<file path="src/rtl/llt_pkg.sv">
// ----------------------------------------------------------------------------
// llt_pkg
// Shared types, token kinds and character classes for the lambda tokenizer.
// ----------------------------------------------------------------------------
`default_nettype none

package llt_pkg;

    localparam int POS_BITS = 16;
    localparam int QDEPTH   = 4;
    localparam int QPTR_W   = $clog2(QDEPTH);
    localparam int QCNT_W   = $clog2(QDEPTH + 1);

    typedef logic [POS_BITS-1:0] t_pos;

    localparam t_pos POS_MAX = {POS_BITS{1'b1}};

    localparam logic [4:0] K_EOF    = 5'd0;
    localparam logic [4:0] K_LAMBDA = 5'd1;
    localparam logic [4:0] K_IDENT  = 5'd2;
    localparam logic [4:0] K_NUMBER = 5'd3;
    localparam logic [4:0] K_LPAREN = 5'd4;
    localparam logic [4:0] K_RPAREN = 5'd5;
    localparam logic [4:0] K_DOT    = 5'd6;
    localparam logic [4:0] K_PLUS   = 5'd7;
    localparam logic [4:0] K_MINUS  = 5'd8;
    localparam logic [4:0] K_STAR   = 5'd9;
    localparam logic [4:0] K_SLASH  = 5'd10;
    localparam logic [4:0] K_CARET  = 5'd11;
    localparam logic [4:0] K_AND    = 5'd12;
    localparam logic [4:0] K_OR     = 5'd13;
    localparam logic [4:0] K_EQ     = 5'd14;
    localparam logic [4:0] K_NE     = 5'd15;
    localparam logic [4:0] K_NOT    = 5'd16;
    localparam logic [4:0] K_ERROR  = 5'd17;

    localparam logic [2:0] M_NONE   = 3'd0;
    localparam logic [2:0] M_IDENT  = 3'd1;
    localparam logic [2:0] M_NUMBER = 3'd2;
    localparam logic [2:0] M_AMP    = 3'd3;
    localparam logic [2:0] M_BAR    = 3'd4;
    localparam logic [2:0] M_EQ     = 3'd5;
    localparam logic [2:0] M_BANG   = 3'd6;

    localparam logic [7:0] CH_EOT   = 8'h00;
    localparam logic [7:0] CH_TAB   = 8'h09;
    localparam logic [7:0] CH_LF    = 8'h0A;
    localparam logic [7:0] CH_CR    = 8'h0D;
    localparam logic [7:0] CH_SPACE = 8'h20;
    localparam logic [7:0] CH_L     = 8'h4C;
    localparam logic [7:0] CH_AMP   = 8'h26;
    localparam logic [7:0] CH_BAR   = 8'h7C;
    localparam logic [7:0] CH_EQ    = 8'h3D;
    localparam logic [7:0] CH_BANG  = 8'h21;
    localparam logic [7:0] CH_USCORE = 8'h5F;

    typedef struct packed {
        logic [4:0]  kind;
        logic [15:0] start;
        logic [15:0] len;
        logic [15:0] line;
        logic        last;
    } t_token;

    function automatic logic is_letter(input logic [7:0] c);
        return (c >= 8'h61 && c <= 8'h7A) || (c >= 8'h41 && c <= 8'h5A) || c == CH_USCORE;
    endfunction

    function automatic logic is_numeral(input logic [7:0] c);
        return c >= 8'h30 && c <= 8'h39;
    endfunction

    // single-character operator kinds; K_EOF means no match
    function automatic logic [4:0] op_kind(input logic [7:0] c);
        logic [4:0] k;
        k = K_EOF;
        case (c)
            8'h28:   k = K_LPAREN;
            8'h29:   k = K_RPAREN;
            8'h2E:   k = K_DOT;
            8'h2B:   k = K_PLUS;
            8'h2D:   k = K_MINUS;
            8'h2A:   k = K_STAR;
            8'h2F:   k = K_SLASH;
            8'h5E:   k = K_CARET;
            default: k = K_EOF;
        endcase
        return k;
    endfunction

    // clamp a position-sized value (one guard bit) to 16 bits
    function automatic logic [15:0] sat16(input logic [POS_BITS:0] v);
        logic [POS_BITS+16:0] w;
        w = {16'b0, v};
        if (w > (POS_BITS+17)'(17'h0FFFF)) begin
            return 16'hFFFF;
        end
        return 16'(v);
    endfunction

endpackage

`default_nettype wire

</file>
<file path="src/rtl/lambda_language_tokenizer.sv">
// ----------------------------------------------------------------------------
// lambda_language_tokenizer
// Streaming byte scanner for a small lambda-calculus language.
// ----------------------------------------------------------------------------
// Input channel: one source byte per beat on i_char_code (i_valid/o_ready).
// A byte of 0 ends the text: any pending token is flushed, an EOF token
// follows, and the scan state returns to its reset values.
// Output channel: one token per beat (o_valid/i_ready) with kind, start
// offset, length, line number and last_of_run, which marks the final token
// caused by one input byte. A byte causes zero, one or two tokens.
// Each byte is classified and the scan state updated in the cycle it is
// accepted; its tokens are written into a 4-entry result queue, from which
// the output port reads them in order. One byte is accepted per cycle
// while the queue has room for two tokens; throughput is one byte per cycle
// as long as tokens drain, and two-token bytes are bounded by the one-token
// per cycle output port.
// Reset (synchronous, active low) empties the queue, clears the pending
// token, sets offset to 0 and line to 1. When the receiver stalls, the queue
// fills and o_ready drops until space for two tokens is free again.
// ----------------------------------------------------------------------------
`default_nettype none

module lambda_language_tokenizer (
    input  wire logic        i_clk,
    input  wire logic        i_rst_n,
    input  wire logic        i_valid,
    output logic             o_ready,
    input  wire logic [7:0]  i_char_code,
    output logic             o_valid,
    input  wire logic        i_ready,
    output logic [4:0]       o_token_kind,
    output logic [15:0]      o_start_offset,
    output logic [15:0]      o_token_length,
    output logic [15:0]      o_line_number,
    output logic             o_last_of_run
);

    logic [2:0]     r_mode,  n_mode;
    llt_pkg::t_pos  r_start, n_start;
    llt_pkg::t_pos  r_off,   n_off;
    llt_pkg::t_pos  r_line,  n_line;

    llt_pkg::t_token r_q [llt_pkg::QDEPTH];
    logic [llt_pkg::QPTR_W-1:0] r_wp, r_rp;
    logic [llt_pkg::QCNT_W-1:0] r_cnt;

    logic            acc, pop;
    logic            res0_v, res1_v;
    llt_pkg::t_token res0, res1;

    logic [7:0]          c;
    logic [4:0]          opk;
    llt_pkg::t_pos       run;
    logic [llt_pkg::POS_BITS:0] len_p1;
    logic [llt_pkg::POS_BITS:0] pair_len;
    logic                done;
    logic [15:0]         line16;

    assign c       = i_char_code;
    assign o_ready = r_cnt <= llt_pkg::QCNT_W'(llt_pkg::QDEPTH - 2);
    assign acc     = i_valid && o_ready;
    assign o_valid = r_cnt != '0;
    assign pop     = o_valid && i_ready;

    assign opk      = llt_pkg::op_kind(c);
    assign run      = (r_off >= r_start) ? (r_off - r_start) : '0;
    assign len_p1   = {1'b0, run} + (llt_pkg::POS_BITS+1)'(1);
    assign pair_len = len_p1[llt_pkg::POS_BITS] ? {1'b0, llt_pkg::POS_MAX} : len_p1;
    assign line16   = llt_pkg::sat16({1'b0, r_line});

    always_comb begin
        n_mode  = r_mode;
        n_start = r_start;
        n_off   = (r_off < llt_pkg::POS_MAX) ? r_off + llt_pkg::t_pos'(1) : r_off;
        n_line  = r_line;
        res0_v  = 1'b0;
        res1_v  = 1'b0;
        res0    = '{kind: llt_pkg::K_ERROR, start: llt_pkg::sat16({1'b0, r_start}),
                    len: 16'd1, line: line16, last: 1'b0};
        res1    = '{kind: llt_pkg::K_ERROR, start: llt_pkg::sat16({1'b0, r_off}),
                    len: 16'd1, line: line16, last: 1'b1};
        done    = 1'b0;

        case (r_mode)
            llt_pkg::M_IDENT:  done = llt_pkg::is_letter(c) || llt_pkg::is_numeral(c);
            llt_pkg::M_NUMBER: done = llt_pkg::is_numeral(c);
            llt_pkg::M_AMP:    done = c == llt_pkg::CH_AMP;
            llt_pkg::M_BAR:    done = c == llt_pkg::CH_BAR;
            llt_pkg::M_EQ,
            llt_pkg::M_BANG:   done = c == llt_pkg::CH_EQ;
            default:           done = 1'b0;
        endcase
        if (c == llt_pkg::CH_EOT) begin
            done = 1'b0;
        end

        // flush of the pending token, or a completed pair
        case (r_mode)
            llt_pkg::M_IDENT: begin
                res0.kind = llt_pkg::K_IDENT;
                res0.len  = llt_pkg::sat16({1'b0, run});
            end
            llt_pkg::M_NUMBER: begin
                res0.kind = llt_pkg::K_NUMBER;
                res0.len  = llt_pkg::sat16({1'b0, run});
            end
            llt_pkg::M_AMP: res0.kind = done ? llt_pkg::K_AND : llt_pkg::K_ERROR;
            llt_pkg::M_BAR: res0.kind = done ? llt_pkg::K_OR  : llt_pkg::K_ERROR;
            llt_pkg::M_EQ:  res0.kind = done ? llt_pkg::K_EQ  : llt_pkg::K_ERROR;
            llt_pkg::M_BANG: res0.kind = done ? llt_pkg::K_NE : llt_pkg::K_NOT;
            default:        res0.kind = llt_pkg::K_ERROR;
        endcase
        if (done && r_mode >= llt_pkg::M_AMP) begin
            res0.len = llt_pkg::sat16(pair_len);
        end

        if (c == llt_pkg::CH_EOT) begin
            res0_v     = (r_mode != llt_pkg::M_NONE) && (r_mode <= llt_pkg::M_BANG);
            res1_v     = 1'b1;
            res1.kind  = llt_pkg::K_EOF;
            res1.len   = 16'd0;
            n_mode     = llt_pkg::M_NONE;
            n_start    = '0;
            n_off      = '0;
            n_line     = llt_pkg::t_pos'(1);
        end else if (done) begin
            if (r_mode >= llt_pkg::M_AMP) begin
                res0_v = 1'b1;
                n_mode = llt_pkg::M_NONE;
            end
        end else begin
            res0_v = (r_mode != llt_pkg::M_NONE) && (r_mode <= llt_pkg::M_BANG);
            n_mode = llt_pkg::M_NONE;
            if (c == llt_pkg::CH_SPACE || c == llt_pkg::CH_TAB || c == llt_pkg::CH_CR) begin
                n_mode = llt_pkg::M_NONE;
            end else if (c == llt_pkg::CH_LF) begin
                if (r_line < llt_pkg::POS_MAX) begin
                    n_line = r_line + llt_pkg::t_pos'(1);
                end
            end else if (opk != llt_pkg::K_EOF) begin
                res1_v    = 1'b1;
                res1.kind = opk;
            end else if (c == llt_pkg::CH_AMP) begin
                n_mode  = llt_pkg::M_AMP;
                n_start = r_off;
            end else if (c == llt_pkg::CH_BAR) begin
                n_mode  = llt_pkg::M_BAR;
                n_start = r_off;
            end else if (c == llt_pkg::CH_EQ) begin
                n_mode  = llt_pkg::M_EQ;
                n_start = r_off;
            end else if (c == llt_pkg::CH_BANG) begin
                n_mode  = llt_pkg::M_BANG;
                n_start = r_off;
            end else if (c == llt_pkg::CH_L) begin
                res1_v    = 1'b1;
                res1.kind = llt_pkg::K_LAMBDA;
            end else if (llt_pkg::is_letter(c)) begin
                n_mode  = llt_pkg::M_IDENT;
                n_start = r_off;
            end else if (llt_pkg::is_numeral(c)) begin
                n_mode  = llt_pkg::M_NUMBER;
                n_start = r_off;
            end else begin
                res1_v = 1'b1;
            end
        end
        res0.last = !res1_v;
    end

    always_ff @(posedge i_clk) begin
        if (!i_rst_n) begin
            r_mode  <= llt_pkg::M_NONE;
            r_start <= '0;
            r_off   <= '0;
            r_line  <= llt_pkg::t_pos'(1);
        end else if (acc) begin
            r_mode  <= n_mode;
            r_start <= n_start;
            r_off   <= n_off;
            r_line  <= n_line;
        end
    end

    // result queue
    always_ff @(posedge i_clk) begin
        if (acc && res0_v) begin
            r_q[r_wp] <= res0;
        end
        if (acc && res1_v) begin
            r_q[r_wp + llt_pkg::QPTR_W'(res0_v)] <= res1;
        end
    end

    always_ff @(posedge i_clk) begin
        if (!i_rst_n) begin
            r_wp  <= '0;
            r_rp  <= '0;
            r_cnt <= '0;
        end else begin
            if (acc) begin
                r_wp <= r_wp + llt_pkg::QPTR_W'(res0_v) + llt_pkg::QPTR_W'(res1_v);
            end
            if (pop) begin
                r_rp <= r_rp + llt_pkg::QPTR_W'(1);
            end
            r_cnt <= r_cnt
                   + (acc ? llt_pkg::QCNT_W'(res0_v) + llt_pkg::QCNT_W'(res1_v)
                          : llt_pkg::QCNT_W'(0))
                   - llt_pkg::QCNT_W'(pop);
        end
    end

    assign o_token_kind   = r_q[r_rp].kind;
    assign o_start_offset = r_q[r_rp].start;
    assign o_token_length = r_q[r_rp].len;
    assign o_line_number  = r_q[r_rp].line;
    assign o_last_of_run  = r_q[r_rp].last;

endmodule

`default_nettype wire

</file>
<file path="config.mk">
export PLATFORM = sky130hd
export DESIGN_NAME = lambda_language_tokenizer
export DESIGN_NICKNAME = d
export VERILOG_FILES = /design/src/rtl/llt_pkg.sv /design/src/rtl/lambda_language_tokenizer.sv
export SDC_FILE = /design/constraint.sdc
export NUM_CORES = 1
export LEC_CHECK = 0
export ABC_AREA = 1
export BUFFER_PORTS_ARGS = -buffer_cell sky130_fd_sc_hd__buf_2
export CORE_MARGIN = 2
export CORE_UTILIZATION = 50
export DETAILED_ROUTE_END_ITERATION = 8
export GPL_ROUTABILITY_DRIVEN = 0
export GPL_TIMING_DRIVEN = 0
export PLACE_DENSITY = 0.7
export SKIP_CTS_REPAIR_TIMING = 1
export SYNTH_ARGS = -nofsm -noshare
export SYNTH_HDL_FRONTEND = slang
export SYNTH_SLANG_ARGS = --single-unit
</file>
<file path="constraint.sdc">
create_clock -name i_clk -period 3.3 [get_ports i_clk]
set_input_delay 0.825 -clock i_clk [delete_from_list [all_inputs] [get_ports i_clk]]
set_output_delay 0.825 -clock i_clk [all_outputs]
set_load 0.05 [all_outputs]
</file>
==> impl_metrics.py <==
metrics = {
    "grt": {
        "grt_pass1_wl_um": 68100,
        "grt_max_degree": 41,
        "grt_usage": 0.283,
        "grt_overflow": 0,
        "antenna_found_initial": 0,
        "grt_pass1_vias": 12613,
    },
    "floorplan": {
        "num_rows": 62,
        "chipHeight_um": 174,
        "core_area_sq_um": 28600,
        "io_pins": 68,
        "initial_core_util": 0.506,
        "die_area_sq_um": 30400,
        "die_w_um": 174,
    },
    "yosys": {
        "synth_cell_types": 47,
        "ys.flop_type": "edfxtp_1",
        "syn_avg_cell_area_sq_um": 7.97,
        "seq_area_frac_synth": 0.486,
        "synth_edf_count": 152,
        "synth.area.top_cells": "edfxtp_1 (31%), dfxtp_1 (17%), nand2_1 (10%), nor2_1 (6.6%), o22ai_1 (6.1%)",
        "synthCells": 1820,
        "yosys.area.top_type": "edfxtp_1",
        "synth_top_area_frac": 0.315,
        "synth-async-reset-ratio": 0,
        "syn_area_sq_um": 14500,
        "yosysWarnings": 0,
        "synth_fp_nets": 1859,
        "synth_seq_cells": 276,
    },
    "layout": {
        "area_growth_syn_to_layout_pct": 17.4,
        "drive_gt1_frac": 0.173,
        "finalInstanceArea_sq_um": 17000,
        "final_cell_mix": "nand2_1 (384), nor2_1 (251), inv_1 (153)",
        "layout.nets": 1984,
        "layout_commonest_cell": "nand2_1",
        "antenna_cells_inserted": 0,
    },
    "setup_path": {
        "worstSetupPathType": "reg2out",
        "worstSetupStartpointType": "register",
        "required_ns": 2.47,
        "worst_setup_path_end_kind": "output port",
        "reg2regPathDepth": 21,
        "worst-endpoint-arrival_ns": 2.47,
        "worstPathMaxFanout": 10,
    },
    "sta": {
        "fmax_ghz": 0.303,
        "slew_headroom": 0.464,
        "final_max_slew_viol_count": 0,
        "tns_ns": 0,
        "setup-violations-final": 0,
        "final.min_clock_period_ns": 3.30,
        "fin_crit_sh": 0.999,
        "clock_skew_ns": 0.00985,
        "max_slew.worst_pin.slew_ns": 0.804,
        "final-hold-violation-count": 0,
    },
    "min_path": {
        "min_path_cells": 2,
        "hold_class": "reg2reg",
    },
    "clock_network": {
        "cts_sinks": 276,
        "cts_tree": "done",
        "clk_pin_slew_worst_paths_ns": 0.06,
        "cts.htree.levels": 1,
        "root_buffer": "clkbuf_16",
        "clk_latency_ns": 0.56,
        "cts_buffers": 30,
        "clk_path_buf_depth": 3,
    },
    "power": {
        "p_comb_frac": 0.403,
        "power.internal_w": 0.00713,
        "p_leak_nw": 7.07,
        "p_sw_w": 0.00524,
        "seq_power_share": 0.333,
        "peakVddDrop_v": 0.000499,
        "powerDensity_nw_per_um2": 727,
        "clkPwrFrac": 0.263,
        "swShare": 0.423,
        "power_w": 0.0124,
    },
    "drt": {
        "wire_per_inst_um": 19.5,
        "firstDrtPassIters": 6,
        "via_per_inst": 5.81,
        "drt_iter0_drc": 1471,
        "detail-route-antenna-nets": 0,
        "drcViolationCount": 0,
        "dr_total_vias": 13664,
        "drt-total-wl_um": 45900,
    },
    "place": {
        "port_buffers": 67,
        "dpl_cell_area_sq_um": 15400,
        "hpwlAfterDp_um": 30600,
    },
    "run_status": {
        "outcome": "completed",
    },
    "flow_run": {
        "drv_cap": 0,
    },
}
==> flip-flops by register name (all words and copies together) (netlist names), named ones only <==
name     cells
r_rp         2
r_q        216
r_wp         2
r_mode       3
r_start     16
r_off       16
r_cnt        3
line16      16
==> cells in the mapped netlist (18+ instances only) <==
cell,count
buf_2,25
nand2_1,394
inv_2,20
o22ai_1,142
nor3_1,27
nor2_1,256
a21oi_1,69
nand2_2,26
ha_1,25
a211oi_1,19
nand3_1,72
dfxtp_1,124
clkbuf_1,50
o21ai_0,141
inv_1,161
edfxtp_1,152
nand4_1,18
==> cell type report <==
class | instances | area (sq um)
multi-input combinational | 1282 | 6810
inverter | 184 | 699
sequential | 276 | 7060
fill | 2561 | 11600
clock buffer | 48 | 871
clock inverter | 8 | 67.6
buffer | 82 | 488
timing repair buffer | 89 | 542
tap | 384 | 480
==> kinds of logic after synthesis <==
kind of cell,share of synthesized area
flip-flops,0.486
AND/OR/NAND/NOR,0.252
XOR/XNOR,0.00785
buffers and inverters,0.0766
adder cells (fa/ha/maj),0.0243
AO/OA/AOI/OAI,0.153
==> path summary, 6_finish.rpt <==
kind | start | to | slack (ns)
max | register | o_token_length[9] | 0.002
min | r_q[2][18] | r_q[2][18] | 0.45
max reg2reg | r_off[0] | r_q[2][17] | 0.15
min reg2reg | r_q[2][18] | r_q[2][18] | 0.45
==> critical path, cell delays in order, from the launching register on <==
cell and delay (ns):
dfxtp_2 0.43, clkinvlp_4 0.26, clkbuf_1 0.45, o21ai_0 0.17, o22ai_1 0.27, buf_2 0.33
==> stage by stage <==
step / utilization / cells / worst slack, ns / hold slack, ns
finish: 0.594 / 2353 / 0.00206 / 0.449
global route: 0.594 / 2353 / -0.0361 / 0.466
floorplan: - / 1820 / 0.0163 / 0.421
CTS: 0.570 / 2327 / -1.03 / 0.450
global placement: 0.537 / 2271 / -0.712 / 0.431
detailed placement: 0.537 / 2271 / -0.833 / 0.434
==> per-layer routing <==
layer,GRT usage,vias to the layer above,share of wire
met5,0,-,0
met3,0.0378,134,0.087
met2,0.478,636,0.46
met4,0.113,0,0.048
met1,0.368,6455,0.40
li1,-,6439,-
==> power by group through the flow <==
stage | sequential [W] | combinational (W) | clock [W]
2_1_floorplan | 0.00413 | 0.00334 | 0
3_3_place_gp | 0.00415 | 0.00454 | 0
3_5_place_dp | 0.00416 | 0.00460 | 0
4_1_cts | 0.00409 | 0.00462 | 0.00326
5_1_grt | 0.00415 | 0.00530 | 0.00340
6_report | 0.00412 | 0.00499 | 0.00326
Note: power is estimated with default switching activity, not from simulation.
